$ cat src/rtl/core/bemc_pkg.sv
// ----------------------------------------------------------------------------
// bemc_pkg
// Shared types, widths, codes and reset values for the brushed ESC mode
// controller.
// ----------------------------------------------------------------------------
package bemc_pkg;

    // Field widths
    localparam int THROTTLE_W   = 11;
    localparam int DEADBAND_W   = 10;
    localparam int TICKS_CFG_W  = 16;
    localparam int PKT_IN_W     = 4;
    localparam int TRUTH_W      = 8;
    localparam int BLINK_W      = 3;
    localparam int CFG_IDX_W    = 3;
    localparam int CFG_DATA_W   = 16;

    // Default storage widths for the top level parameters
    localparam int TICK_W_DEF   = 16;
    localparam int PACKET_W_DEF = 8;

    // Tally to exceed in init or no signal before the motor may run
    localparam int NOSIG_MIN_PACKETS = 10;

    // Bridge truth codes
    localparam logic [TRUTH_W-1:0] TRUTH_OFF      = 8'hff;
    localparam logic [TRUTH_W-1:0] TRUTH_LOW_ON   = 8'h01;
    localparam logic [TRUTH_W-1:0] TRUTH_HIGH_FWD = 8'h00;
    localparam logic [TRUTH_W-1:0] TRUTH_HIGH_BWD = 8'h02;

    // LED blink counts
    localparam logic [BLINK_W-1:0] BLINK_NONE  = 3'd0;
    localparam logic [BLINK_W-1:0] BLINK_OFF   = 3'd1;
    localparam logic [BLINK_W-1:0] BLINK_FWD   = 3'd2;
    localparam logic [BLINK_W-1:0] BLINK_BWD   = 3'd3;
    localparam logic [BLINK_W-1:0] BLINK_NOSIG = 3'd4;

    // Configuration reset values
    localparam logic [THROTTLE_W-1:0]  THR_MIN_RST      = 11'd172;
    localparam logic [THROTTLE_W-1:0]  THR_CENTER_RST   = 11'd992;
    localparam logic [DEADBAND_W-1:0]  DEADBAND_RST     = 10'd164;
    localparam logic [THROTTLE_W-1:0]  IN_CENTER_RST    = 11'd992;
    localparam logic [THROTTLE_W-1:0]  PWM_MAX_RST      = 11'd820;
    localparam logic [TICKS_CFG_W-1:0] STATE_TICKS_RST  = 16'd500;
    localparam logic [TICKS_CFG_W-1:0] WINDOW_TICKS_RST = 16'd1000;

    // Configuration register indexes
    typedef enum logic [CFG_IDX_W-1:0] {
        CFG_THR_MIN      = 3'd0,
        CFG_THR_CENTER   = 3'd1,
        CFG_DEADBAND     = 3'd2,
        CFG_IN_CENTER    = 3'd3,
        CFG_PWM_MAX      = 3'd4,
        CFG_STATE_TICKS  = 3'd5,
        CFG_WINDOW_TICKS = 3'd6
    } cfg_idx_t;

    // Controller modes
    typedef enum logic [2:0] {
        MODE_UNDEF = 3'd0,
        MODE_INIT  = 3'd1,
        MODE_NOSIG = 3'd2,
        MODE_OFF   = 3'd3,
        MODE_FWD   = 3'd4,
        MODE_BWD   = 3'd5
    } mode_t;

    // One rate tick request
    typedef struct packed {
        logic [THROTTLE_W-1:0] throttle;
        logic                  throttle_valid;
        logic [PKT_IN_W-1:0]   new_packets;
    } tick_t;

    // One result per tick
    typedef struct packed {
        mode_t                 mode;
        logic                  mode_changed;
        logic [THROTTLE_W-1:0] duty;
        logic                  duty_written;
        logic [TRUTH_W-1:0]    low_side_truth;
        logic [TRUTH_W-1:0]    high_side_truth;
        logic                  led_steady;
        logic [BLINK_W-1:0]    led_blinks;
    } result_t;

endpackage

$ cat src/rtl/core/brushed_esc_mode_controller_top.sv
// ----------------------------------------------------------------------------
// brushed_esc_mode_controller_top
// Mode machine, deadband and duty computation for a brushed motor ESC.
// ----------------------------------------------------------------------------
// Each accepted tick request passes through 11 shift-and-add steps that
// form the reverse duty product one multiplier bit at a time, then 11
// restoring division steps that take one quotient bit each, then a commit
// step that updates the mode, timers and packet tally and loads the result
// register. The sequencer then returns to idle to capture the next request,
// so a new request is accepted only after the last one has been committed.
// The next request is accepted while a result still waits in the output
// register. The commit step holds until that register is
// free. Configuration writes are taken at any time (cfg_ready is always high)
// and belong between ticks.
module brushed_esc_mode_controller_top
    import bemc_pkg::*;
#(
    parameter int TICK_W   = TICK_W_DEF,
    parameter int PACKET_W = PACKET_W_DEF
)
(
    input  logic                  clk,
    input  logic                  rst_n,
    // tick requests
    input  logic                  item_valid,
    output logic                  item_stall,
    input  tick_t                 item,
    // results
    output logic                  result_valid,
    input  logic                  result_stall,
    output result_t               result,
    // configuration writes
    input  logic                  cfg_valid,
    output logic                  cfg_ready,
    input  logic [CFG_IDX_W-1:0]  cfg_index,
    input  logic [CFG_DATA_W-1:0] cfg_data
);

    localparam int CMP_W  = (TICK_W > TICKS_CFG_W) ? TICK_W : TICKS_CFG_W;
    localparam int STEP_W = $clog2(THROTTLE_W);

    typedef enum logic [1:0] {
        SEQ_IDLE,
        SEQ_MUL,
        SEQ_DIV,
        SEQ_COMMIT
    } seq_t;

    // configuration
    logic [THROTTLE_W-1:0]  thr_min_reg;
    logic [THROTTLE_W-1:0]  thr_center_reg;
    logic [DEADBAND_W-1:0]  deadband_reg;
    logic [THROTTLE_W-1:0]  in_center_reg;
    logic [THROTTLE_W-1:0]  pwm_max_reg;
    logic [TICKS_CFG_W-1:0] state_ticks_reg;
    logic [TICKS_CFG_W-1:0] window_ticks_reg;

    // controller state
    mode_t                  mode_reg, mode_next;
    logic [TICK_W-1:0]      mode_timer_reg, mode_timer_next;
    logic [TICK_W-1:0]      window_timer_reg, window_timer_next;
    logic [PACKET_W-1:0]    tally_reg, tally_next;
    logic [THROTTLE_W-1:0]  duty_reg, duty_next;
    logic [TRUTH_W-1:0]     low_truth_reg, low_truth_next;
    logic [TRUTH_W-1:0]     high_truth_reg, high_truth_next;

    // sequencer and serial datapath
    seq_t                   seq_reg;
    logic [STEP_W-1:0]      step_reg;
    tick_t                  item_reg;
    logic [THROTTLE_W-1:0]  acc_reg, acc_next;
    logic [THROTTLE_W-1:0]  mplr_reg, mplr_next;
    result_t                result_reg, result_next;
    logic                   result_valid_reg;

    // ------------------------------------------------------------------
    // Configuration writes
    // ------------------------------------------------------------------
    assign cfg_ready = 1'b1;

    always_ff @(posedge clk or negedge rst_n)
    begin
        if (!rst_n)
        begin
            thr_min_reg      <= THR_MIN_RST;
            thr_center_reg   <= THR_CENTER_RST;
            deadband_reg     <= DEADBAND_RST;
            in_center_reg    <= IN_CENTER_RST;
            pwm_max_reg      <= PWM_MAX_RST;
            state_ticks_reg  <= STATE_TICKS_RST;
            window_ticks_reg <= WINDOW_TICKS_RST;
        end
        else if (cfg_valid && cfg_ready)
        begin
            case (cfg_index)
                CFG_THR_MIN:      thr_min_reg      <= cfg_data[THROTTLE_W-1:0];
                CFG_THR_CENTER:   thr_center_reg   <= cfg_data[THROTTLE_W-1:0];
                CFG_DEADBAND:     deadband_reg     <= cfg_data[DEADBAND_W-1:0];
                CFG_IN_CENTER:    in_center_reg    <= cfg_data[THROTTLE_W-1:0];
                CFG_PWM_MAX:      pwm_max_reg      <= cfg_data[THROTTLE_W-1:0];
                CFG_STATE_TICKS:  state_ticks_reg  <= cfg_data[TICKS_CFG_W-1:0];
                CFG_WINDOW_TICKS: window_ticks_reg <= cfg_data[TICKS_CFG_W-1:0];
                default:          ;
            endcase
        end
    end

    // ------------------------------------------------------------------
    // Deadband decisions on the captured throttle
    // ------------------------------------------------------------------
    logic [THROTTLE_W:0]   fwd_start;
    logic                  bstart_ok;
    logic [THROTTLE_W-1:0] bwd_start;
    logic                  is_fwd, is_bwd;
    logic [THROTTLE_W-1:0] bwd_dist;
    logic                  span_pos;
    logic [THROTTLE_W-1:0] bwd_span;

    assign fwd_start = (THROTTLE_W+1)'(thr_center_reg) + (THROTTLE_W+1)'(deadband_reg);
    assign bstart_ok = THROTTLE_W'(deadband_reg) <= thr_center_reg;
    assign bwd_start = thr_center_reg - THROTTLE_W'(deadband_reg);
    assign is_fwd    = item_reg.throttle_valid &&
                       ((THROTTLE_W+1)'(item_reg.throttle) >= fwd_start);
    assign is_bwd    = item_reg.throttle_valid && bstart_ok &&
                       (item_reg.throttle <= bwd_start);
    assign bwd_dist  = bwd_start - item_reg.throttle;
    assign span_pos  = bstart_ok && (bwd_start > thr_min_reg);
    assign bwd_span  = bwd_start - thr_min_reg;

    // ------------------------------------------------------------------
    // Serial multiply (dist * pwm_max) then restoring divide by span
    // ------------------------------------------------------------------
    logic [THROTTLE_W:0] mul_sum;
    logic [THROTTLE_W:0] div_trial;
    logic                div_ge;
    logic [THROTTLE_W:0] div_diff;

    always_comb
    begin
        mul_sum   = (THROTTLE_W+1)'(acc_reg) +
                    (mplr_reg[0] ? (THROTTLE_W+1)'(bwd_dist) : '0);
        div_trial = {acc_reg, mplr_reg[THROTTLE_W-1]};
        div_ge    = div_trial >= (THROTTLE_W+1)'(bwd_span);
        div_diff  = div_trial - (THROTTLE_W+1)'(bwd_span);
        acc_next  = acc_reg;
        mplr_next = mplr_reg;
        case (seq_reg)
            SEQ_IDLE:
            begin
                // new request: clear the product and load the multiplier
                if (item_valid)
                begin
                    acc_next  = '0;
                    mplr_next = pwm_max_reg;
                end
            end
            SEQ_MUL:
            begin
                acc_next  = mul_sum[THROTTLE_W:1];
                mplr_next = {mul_sum[0], mplr_reg[THROTTLE_W-1:1]};
            end
            SEQ_DIV:
            begin
                acc_next  = div_ge ? div_diff[THROTTLE_W-1:0]
                                   : div_trial[THROTTLE_W-1:0];
                mplr_next = {mplr_reg[THROTTLE_W-2:0], div_ge};
            end
            default: ;
        endcase
    end

    // ------------------------------------------------------------------
    // Tick update: timers, signal window, mode rules, duty, bridge codes
    // ------------------------------------------------------------------
    logic [TICK_W-1:0]     mt_inc, wt_inc;
    logic [PACKET_W:0]     tally_sum;
    logic [PACKET_W-1:0]   tally_sat;
    logic                  window_hit;
    mode_t                 mode_win;
    logic                  written;
    logic                  changed;
    logic [THROTTLE_W-1:0] fwd_diff;
    logic [THROTTLE_W-1:0] fwd_duty;
    logic [THROTTLE_W-1:0] bwd_duty;
    logic [BLINK_W-1:0]    blinks;

    always_comb
    begin
        mt_inc     = mode_timer_reg + 1'b1;
        wt_inc     = window_timer_reg + 1'b1;
        tally_sum  = (PACKET_W+1)'(tally_reg) + (PACKET_W+1)'(item_reg.new_packets);
        tally_sat  = tally_sum[PACKET_W] ? '1 : tally_sum[PACKET_W-1:0];
        window_hit = CMP_W'(wt_inc) >= CMP_W'(window_ticks_reg);

        // forward duty, clamped to 0..pwm_max
        fwd_diff = item_reg.throttle - in_center_reg;
        if (item_reg.throttle <= in_center_reg)
            fwd_duty = '0;
        else if (fwd_diff > pwm_max_reg)
            fwd_duty = pwm_max_reg;
        else
            fwd_duty = fwd_diff;

        // reverse duty: full scale on empty span or when past the span end
        if (!span_pos || (bwd_dist >= bwd_span))
            bwd_duty = pwm_max_reg;
        else
            bwd_duty = mplr_reg;

        // signal window closes
        mode_win          = mode_reg;
        tally_next        = tally_sat;
        window_timer_next = wt_inc;
        if (window_hit)
        begin
            if (tally_sat == '0)
                mode_win = MODE_NOSIG;
            tally_next        = '0;
            window_timer_next = '0;
        end

        // mode rules
        mode_next = mode_win;
        duty_next = duty_reg;
        written   = 1'b0;
        case (mode_win)
            MODE_UNDEF:
            begin
                if (CMP_W'(mt_inc) >= CMP_W'(state_ticks_reg))
                    mode_next = MODE_INIT;
            end
            MODE_INIT, MODE_NOSIG:
            begin
                if (tally_next > PACKET_W'(NOSIG_MIN_PACKETS))
                    mode_next = MODE_OFF;
            end
            MODE_OFF:
            begin
                if (is_fwd)
                    mode_next = MODE_FWD;
                else if (is_bwd)
                    mode_next = MODE_BWD;
            end
            MODE_FWD:
            begin
                if (!is_fwd)
                    mode_next = MODE_OFF;
                else
                begin
                    duty_next = fwd_duty;
                    written   = 1'b1;
                end
            end
            MODE_BWD:
            begin
                if (!is_bwd)
                    mode_next = MODE_OFF;
                else
                begin
                    duty_next = bwd_duty;
                    written   = 1'b1;
                end
            end
            default: mode_next = MODE_UNDEF;
        endcase

        // mode change restarts the state timer; a change to off, forward or backward reloads the bridge
        changed         = mode_next != mode_reg;
        mode_timer_next = changed ? '0 : mt_inc;
        low_truth_next  = low_truth_reg;
        high_truth_next = high_truth_reg;
        if (changed)
        begin
            case (mode_next)
                MODE_OFF:
                begin
                    low_truth_next  = TRUTH_OFF;
                    high_truth_next = TRUTH_OFF;
                end
                MODE_FWD:
                begin
                    low_truth_next  = TRUTH_LOW_ON;
                    high_truth_next = TRUTH_HIGH_FWD;
                end
                MODE_BWD:
                begin
                    low_truth_next  = TRUTH_LOW_ON;
                    high_truth_next = TRUTH_HIGH_BWD;
                end
                default: ;
            endcase
        end

        // LED pattern
        case (mode_next)
            MODE_NOSIG: blinks = BLINK_NOSIG;
            MODE_OFF:   blinks = BLINK_OFF;
            MODE_FWD:   blinks = BLINK_FWD;
            MODE_BWD:   blinks = BLINK_BWD;
            default:    blinks = BLINK_NONE;
        endcase

        result_next.mode            = mode_next;
        result_next.mode_changed    = changed;
        result_next.duty            = duty_next;
        result_next.duty_written    = written;
        result_next.low_side_truth  = low_truth_next;
        result_next.high_side_truth = high_truth_next;
        result_next.led_steady      = mode_next == MODE_INIT;
        result_next.led_blinks      = blinks;
    end

    // ------------------------------------------------------------------
    // Sequencer, state and result register
    // ------------------------------------------------------------------
    logic out_free;
    logic commit;

    assign out_free = !result_valid_reg || !result_stall;
    assign commit   = (seq_reg == SEQ_COMMIT) && out_free;

    always_ff @(posedge clk or negedge rst_n)
    begin
        if (!rst_n)
        begin
            seq_reg          <= SEQ_IDLE;
            step_reg         <= '0;
            item_reg         <= '0;
            acc_reg          <= '0;
            mplr_reg         <= '0;
            mode_reg         <= MODE_UNDEF;
            mode_timer_reg   <= '0;
            window_timer_reg <= '0;
            tally_reg        <= '0;
            duty_reg         <= '0;
            low_truth_reg    <= TRUTH_OFF;
            high_truth_reg   <= TRUTH_OFF;
            result_reg       <= '0;
            result_valid_reg <= 1'b0;
        end
        else
        begin
            acc_reg  <= acc_next;
            mplr_reg <= mplr_next;

            // result register: filled on commit, emptied when taken
            if (commit)
                result_valid_reg <= 1'b1;
            else if (result_valid_reg && !result_stall)
                result_valid_reg <= 1'b0;

            case (seq_reg)
                SEQ_IDLE:
                begin
                    if (item_valid)
                    begin
                        item_reg <= item;
                        step_reg <= '0;
                        seq_reg  <= SEQ_MUL;
                    end
                end
                SEQ_MUL:
                begin
                    if (step_reg == STEP_W'(THROTTLE_W-1))
                    begin
                        step_reg <= '0;
                        seq_reg  <= SEQ_DIV;
                    end
                    else
                        step_reg <= step_reg + 1'b1;
                end
                SEQ_DIV:
                begin
                    if (step_reg == STEP_W'(THROTTLE_W-1))
                    begin
                        step_reg <= '0;
                        seq_reg  <= SEQ_COMMIT;
                    end
                    else
                        step_reg <= step_reg + 1'b1;
                end
                SEQ_COMMIT:
                begin
                    if (commit)
                    begin
                        mode_reg         <= mode_next;
                        mode_timer_reg   <= mode_timer_next;
                        window_timer_reg <= window_timer_next;
                        tally_reg        <= tally_next;
                        duty_reg         <= duty_next;
                        low_truth_reg    <= low_truth_next;
                        high_truth_reg   <= high_truth_next;
                        result_reg       <= result_next;
                        seq_reg          <= SEQ_IDLE;
                    end
                end
                default: seq_reg <= SEQ_IDLE;
            endcase
        end
    end

    assign item_stall   = seq_reg != SEQ_IDLE;
    assign result_valid = result_valid_reg;
    assign result       = result_reg;

endmodule

$ cat config.mk
export PLATFORM = sky130hd
export DESIGN_NAME = brushed_esc_mode_controller_top
export DESIGN_NICKNAME = d
export VERILOG_FILES = /design/src/rtl/core/bemc_pkg.sv /design/src/rtl/core/brushed_esc_mode_controller_top.sv
export SDC_FILE = /design/constraint.sdc
export NUM_CORES = 1
export LEC_CHECK = 0
export ABC_AREA = 1
export BUFFER_PORTS_ARGS = -buffer_cell sky130_fd_sc_hd__buf_2
export CAP_MARGIN = 5
export CORE_AREA = 4 4 173 175
export CTS_CLUSTER_SIZE = 40
export DETAILED_ROUTE_END_ITERATION = 6
export DIE_AREA = 0 0 177 179
export PLACE_DENSITY = 0.72
export SLEW_MARGIN = 30
export SYNTH_ARGS = -nofsm -noshare
export SYNTH_HDL_FRONTEND = slang
export SYNTH_SLANG_ARGS = --single-unit
$ cat constraint.sdc
create_clock -name clk -period 8.25 [get_ports clk]
set_input_delay 1.2375 -clock clk [delete_from_list [all_inputs] [get_ports clk]]
set_output_delay 1.2375 -clock clk [all_outputs]
set_load 0.05 [all_outputs]
Word level (Yosys, flattened, before mapping). Index checks and enable logic that the tools add are counted.

Add/sub/neg operators: 11. Order comparisons: 11. Equal/unequal tests: 27. Muxes and demuxes: 43. Reduce and logical (&&, ||, !) cells: 36.

Operators with widths (count): $mux W11 (9); $pmux W11 S3 (2); $sub A11 B11 Y11 (4); $add A16 B1 Y16 const B (2); $ge A16 B16 Y1 (2); $mux W16 (2); $mux W8 (4); $mux W3 (8); $pmux W8 S3 (1); $gt A11 B11 Y1 (2); $le A11 B11 Y1 (2); $pmux W11 S2 (1); $reduce_and A2 Y1 (11); $eq A3 B3 Y1 const B (7); $eq A3 B2 Y1 const B (6); $pmux W8 S2 (1); $pmux W3 S5 (1); $add A11 B10 Y12 (1); $add A11 B11 Y12 (1); $ge A11 B12 Y1 (1); $ge A12 B11 Y1 (1); $ne A2 B2 Y1 const B (6); $pmux W3 S4 (1); $ge A11 B11 Y1 (1); other kinds (27) (51).

Register bits: 223. Input port bits: 40. Output and inout port bits: 39. Logic and storage cells: 156.

Logic depth before layout (Yosys ltp).
Depth in word-level cells: 12. Depth in mapped cells: 35. Gate-level depth less buffers: 34.

Worst setup path before layout. No wires, ideal clock.

Path type: reg2reg. Start point: reg thr_center_reg[0]. End point: reg acc_reg[5]. Library setup time: 0.121 ns. Arrival: 4.291 ns. Data required time: 8.129 ns. Slack: 3.838 ns. Stages on the path, launching flop included: 26. Buffers on the path: 1. Cells stage by stage: dfrtp_1 > inv_1 > ha_1 > fa_1 > o21ai_0 > a31oi_1 > xor2_1 > ha_1 > nand2_1 > nor3_1 > nand2_1 > nand2_1 > xnor2_1 > ha_1 > a21oi_1 > o21ai_0 > a21oi_1 > o21ai_0 > nand2_1 > inv_1 > nor2_1 > inv_1 > clkbuf_1 > o21ai_0 > o21ai_0 > a22o_1.

Word-level cells in the longest chain between the ends: 5. Elaborated cells on any way between the ends: 9. Classes of those cells: 5 x add/sub; 1 x order compare; 3 x mux.

Ends and longest elaborated chain: start: declaration (RTL line brushed_esc_mode_controller_top.sv:51) `logic [THROTTLE_W-1:0] thr_center_reg;`; start signal: assignment (RTL line brushed_esc_mode_controller_top.sv:97) `CFG_THR_CENTER: thr_center_reg <= cfg_data[THROTTLE_W-1:0];`; $sub A11 B10 Y11 (*) (RTL line brushed_esc_mode_controller_top.sv:121) `assign bwd_start = thr_center_reg - THROTTLE_W'(deadband_reg);`; $sub A11 B11 Y11, on equally long branches (RTL line brushed_esc_mode_controller_top.sv:126, brushed_esc_mode_controller_top.sv:128); $mux W11, or another cell as far along (RTL line brushed_esc_mode_controller_top.sv:141) `(mplr_reg[0] ? (THROTTLE_W+1)'(bwd_dist) : '0);`; $add A11 B11 Y12 / $mux W11 (equally long branches) (RTL line brushed_esc_mode_controller_top.sv:140, brushed_esc_mode_controller_top.sv:164); $pmux W11 S3 (*) (RTL line brushed_esc_mode_controller_top.sv:147) `case (seq_reg)`; end signal: assignment (RTL line brushed_esc_mode_controller_top.sv:343) `acc_reg <= acc_next;`; end: declaration (RTL line brushed_esc_mode_controller_top.sv:71) `logic [THROTTLE_W-1:0] acc_reg, acc_next;`.

Mark *: on every way between the ends. The rest lies on a longest branch, timed or not. A chain may end at the register's enable or synchronous reset.

Worst setup path after layout.
Start point: reg window_timer_reg[2]. End point: reg result_reg, in the netlist result[24].

Word-level cells in the longest chain between the ends: 6. Elaborated cells on any way between the ends: 10. Classes of those cells: 1 x add/sub; 1 x order compare; 4 x eq/ne; 2 x mux; 2 x reduce/logical.

Ends and longest elaborated chain: start: declaration (RTL line brushed_esc_mode_controller_top.sv:61) `logic [TICK_W-1:0] window_timer_reg, window_timer_next;`; start signal: assignment (RTL line brushed_esc_mode_controller_top.sv:388) `window_timer_reg <= window_timer_next;`; $add A16 B1 Y16 (*) (RTL line brushed_esc_mode_controller_top.sv:190) `wt_inc = window_timer_reg + 1'b1;`; $ge A16 B16 Y1 (*) (RTL line brushed_esc_mode_controller_top.sv:193) `window_hit = CMP_W'(wt_inc) >= CMP_W'(window_ticks_reg);`; $mux W3 (*) (RTL line brushed_esc_mode_controller_top.sv:214) `if (window_hit)`; $eq A3 B3 Y1 (RTL line brushed_esc_mode_controller_top.sv:226) `case (mode_win)`; $ne A2 B2 Y1 (no line) / $reduce_bool A2 Y1 (equally long branches); $reduce_and A5 Y1 (no line); end signal: assignment (RTL line brushed_esc_mode_controller_top.sv:393) `result_reg <= result_next;`; end: declaration (RTL line brushed_esc_mode_controller_top.sv:73) `result_t result_reg, result_next;`.

Marks and branches as above.

==> impl_metrics.ini <==
[status]
status = complete, no violations

[sta]
max-slew-margin-rel_pct = 39.01
period_needed_ns = 5.874
slew_viol_final = 0
setup_viol = 0
max_freq_mhz = 170.2
rsz0062_at_grt = no
hold_violations = 0
finalSetupTns_ns = 0
finClkSkew_ns = 0.02182
tightest_slew_ns = 0.9121
post-route-period-util_pct = 71.20

[clock_tree]
cts_root_buf = clkbuf_16
worstSkewPairLatency_ns = 0.55
postCtsSetupBuffers = 0
cts_buffers = 26
cts_max_level = 1
clock_path_buffers = 3
clock-sinks = 223
cts_resized = 0
ctsHoldBuffers = 0
cts_tree = built
clk_pin_slew_ns = 0.06

[route]
drc = 0
first_pass_iters = 5
ant_nets = 0
vias = 13200
routed_wl_mm = 37.23
viasPerCell = 5.335
wl_per_cell_um = 15.05
drt_iter0_drc = 909

[global_routing]
antenna_found_initial = 0
grt_use_total_pct = 23.67
overflow = 0
grt_pass1_vias = 12640
grt_pass1_wl_mm = 62.02
grt_max_degree = 83

[yosys]
yosysMostFrequentCell = nand2_1
syn_nets = 2222
synth_top_area_cell = dfrtp_1
async_reset_ff_share_pct = 100.0
synthTopCellsByCount = 485 x nand2_1, 320 x inv_1, 208 x o21ai_0
postSynthAreaPerCell_um2 = 7.641
yosysWarnings = 0
ys_types = 57
ys_seq_area_share_pct = 36.51
ys_top_cells_by_area = dfrtp_1 28%, ha_1 12%, nand2_1 12%
netlist.area_leader.share_pct = 28.01
synthCells = 2023
synth-main-ff-cell = dfrtp_1
synth_edf_count = 0
synth.cell_area_um2 = 15460
ys_ff_latch = 223

[setup_path]
arrival_ns = 6.31
critPathLaunchType = flip-flop
path_common_cell = inv_1
cp_slowest_stage_delay_ns = 0.71
required_ns = 8.68
worstPathMaxFanout = 23
critical_path_class = reg -> reg
cp-end-kind = flip-flop
slowest_stage = nand4_1

[floorplanning]
die_h_um = 179
ios = 79
core_um2 = 28470
die_area_um2 = 31680
row_count = 62
initial_core_util_pct = 54.29
die_w_um = 177

[final_layout]
num_antenna_cells = 0
fillers = 2611
largest_register_ffs = 36
drive_gt1_share_pct = 11.72
synthToLayoutAreaGrowth_pct = 10.23
fin_nets = 2270

[placed_design]
hpwl_mm = 27.37
port-buffer-count = 77
gp_congestion = 0.9028

[pwr]
ir_drop_mv = 0.1913
power_leakage_nw = 9.034
power_w = 0.007812
power_density_nw_per_um2 = 458.5

[job]
maxCapViolations = 0

[worst_hold_path]
min_path_type = reg -> reg
-- path summary, 6_finish.rpt --
kind,depth (start not counted),startpoint,slack [ns],endpoint
max,27,window_timer_reg[2]$_DFFE_PN0P_,2.38,result[24]$_DFFE_PN0P_
min,2,low_truth_reg[7]$_DFFE_PN1P_,0.47,low_truth_reg[7]$_DFFE_PN1P_
max reg2reg,27,window_timer_reg[2]$_DFFE_PN0P_,2.38,result[24]$_DFFE_PN0P_
min reg2reg,2,low_truth_reg[7]$_DFFE_PN1P_,0.47,low_truth_reg[7]$_DFFE_PN1P_
max in group asynchronous,2,rst_n,6.42,deadband_reg[9]$_DFFE_PN0P_
min in group asynchronous,1,rst_n,0.69,item_reg[5]$_DFFE_PN0P_
-- stage by stage --
stage	std cells	instance area, um^2	hold WS, ns	utilization (%)	setup slack [ns]
final	2474	17040	0.4665	59.85	2.376
after global routing	2474	17040	0.4854	59.85	1.777
after CTS	2473	17020	0.4668	59.77	2.405
after detailed placement	2426	16110	0.4560	56.57	2.419
after global placement	2426	16100	0.4530	56.55	2.667
after floorplan	2023	15460	0.4481	-	3.838
-- power by group --
| group | total [W] | internal [W] | switching [W] | leakage (nW) |
|---|---|---|---|---|
| clock network | 0.00123 | 0.000748 | 0.000480 | 0.452 |
| registers | 0.00166 | 0.00144 | 0.000228 | 2.74 |
| logic | 0.00492 | 0.00170 | 0.00322 | 5.85 |
| total | 0.00781 | 0.00388 | 0.00393 | 9.03 |
-- logic make-up (layout without fill, tap and decap cells) --
group | count (synthesis) | count (layout) | synth area share, %
other | 1 | 1 | 0.02426
DFF | 223 | 223 | 36.51
xor gates and xnor gates | 73 | 73 | 4.136
and+or+nand+nor | 747 | 747 | 20.87
AOI/OAI and AO/OA | 430 | 430 | 15.32
buffers and inverters | 387 | 454 | 9.665
muxes | 3 | 3 | 0.2185
adders and majority gates | 159 | 159 | 13.26
-- worst max-delay path: cells and delay by family, from the launching register on --
family,cells,cell delay [ns]
buf+inv,6,0.72
flops,1,0.38
simple gates,15,3.62
fa+ha+maj,1,0.31
compound gates,4,0.50
xor+xnor,1,0.20
-- cell usage in the layout, fill, tap and decap left out, drive strengths merged, types with 9 or more instances in the layout --
cell	Yosys	final
a21oi	133	133
buf	8	83
clkbuf	55	35
clkinv	1	9
dfrtp	173	173
dfstp	50	50
ha	151	151
inv	323	323
nand2	518	518
nand3	64	64
nand4	15	15
nor2	118	118
nor3	24	24
o2111ai	11	11
o21ai	217	217
o22ai	21	21
xnor2	12	12
xor2	61	61
-- metal layers --
metal	vias up	part of all wire, %	wire (um)	track usage (%)
met3	59	4.6	1696	3.121
met1	6228	47	17610	33.15
met4	0	2.3	866	5.609
li1	6630	-	-	-
met2	283	46	17060	39.37
met5	-	0	0	0
-- layout make-up --
class | count | area (um^2) | share of cell area [%]
Multi-Input combinational cell | 1413 | 8330 | 48.89
Sequential cell | 223 | 5643 | 33.12
Inverter | 324 | 1219 | 7.152
Clock buffer | 35 | 734.5 | 4.310
Tap cell | 384 | 480.5 | 2.820
Timing Repair Buffer | 83 | 456.7 | 2.680
Clock inverter | 12 | 175.2 | 1.028
No activity file was read; power rests on OpenSTA's default activity.
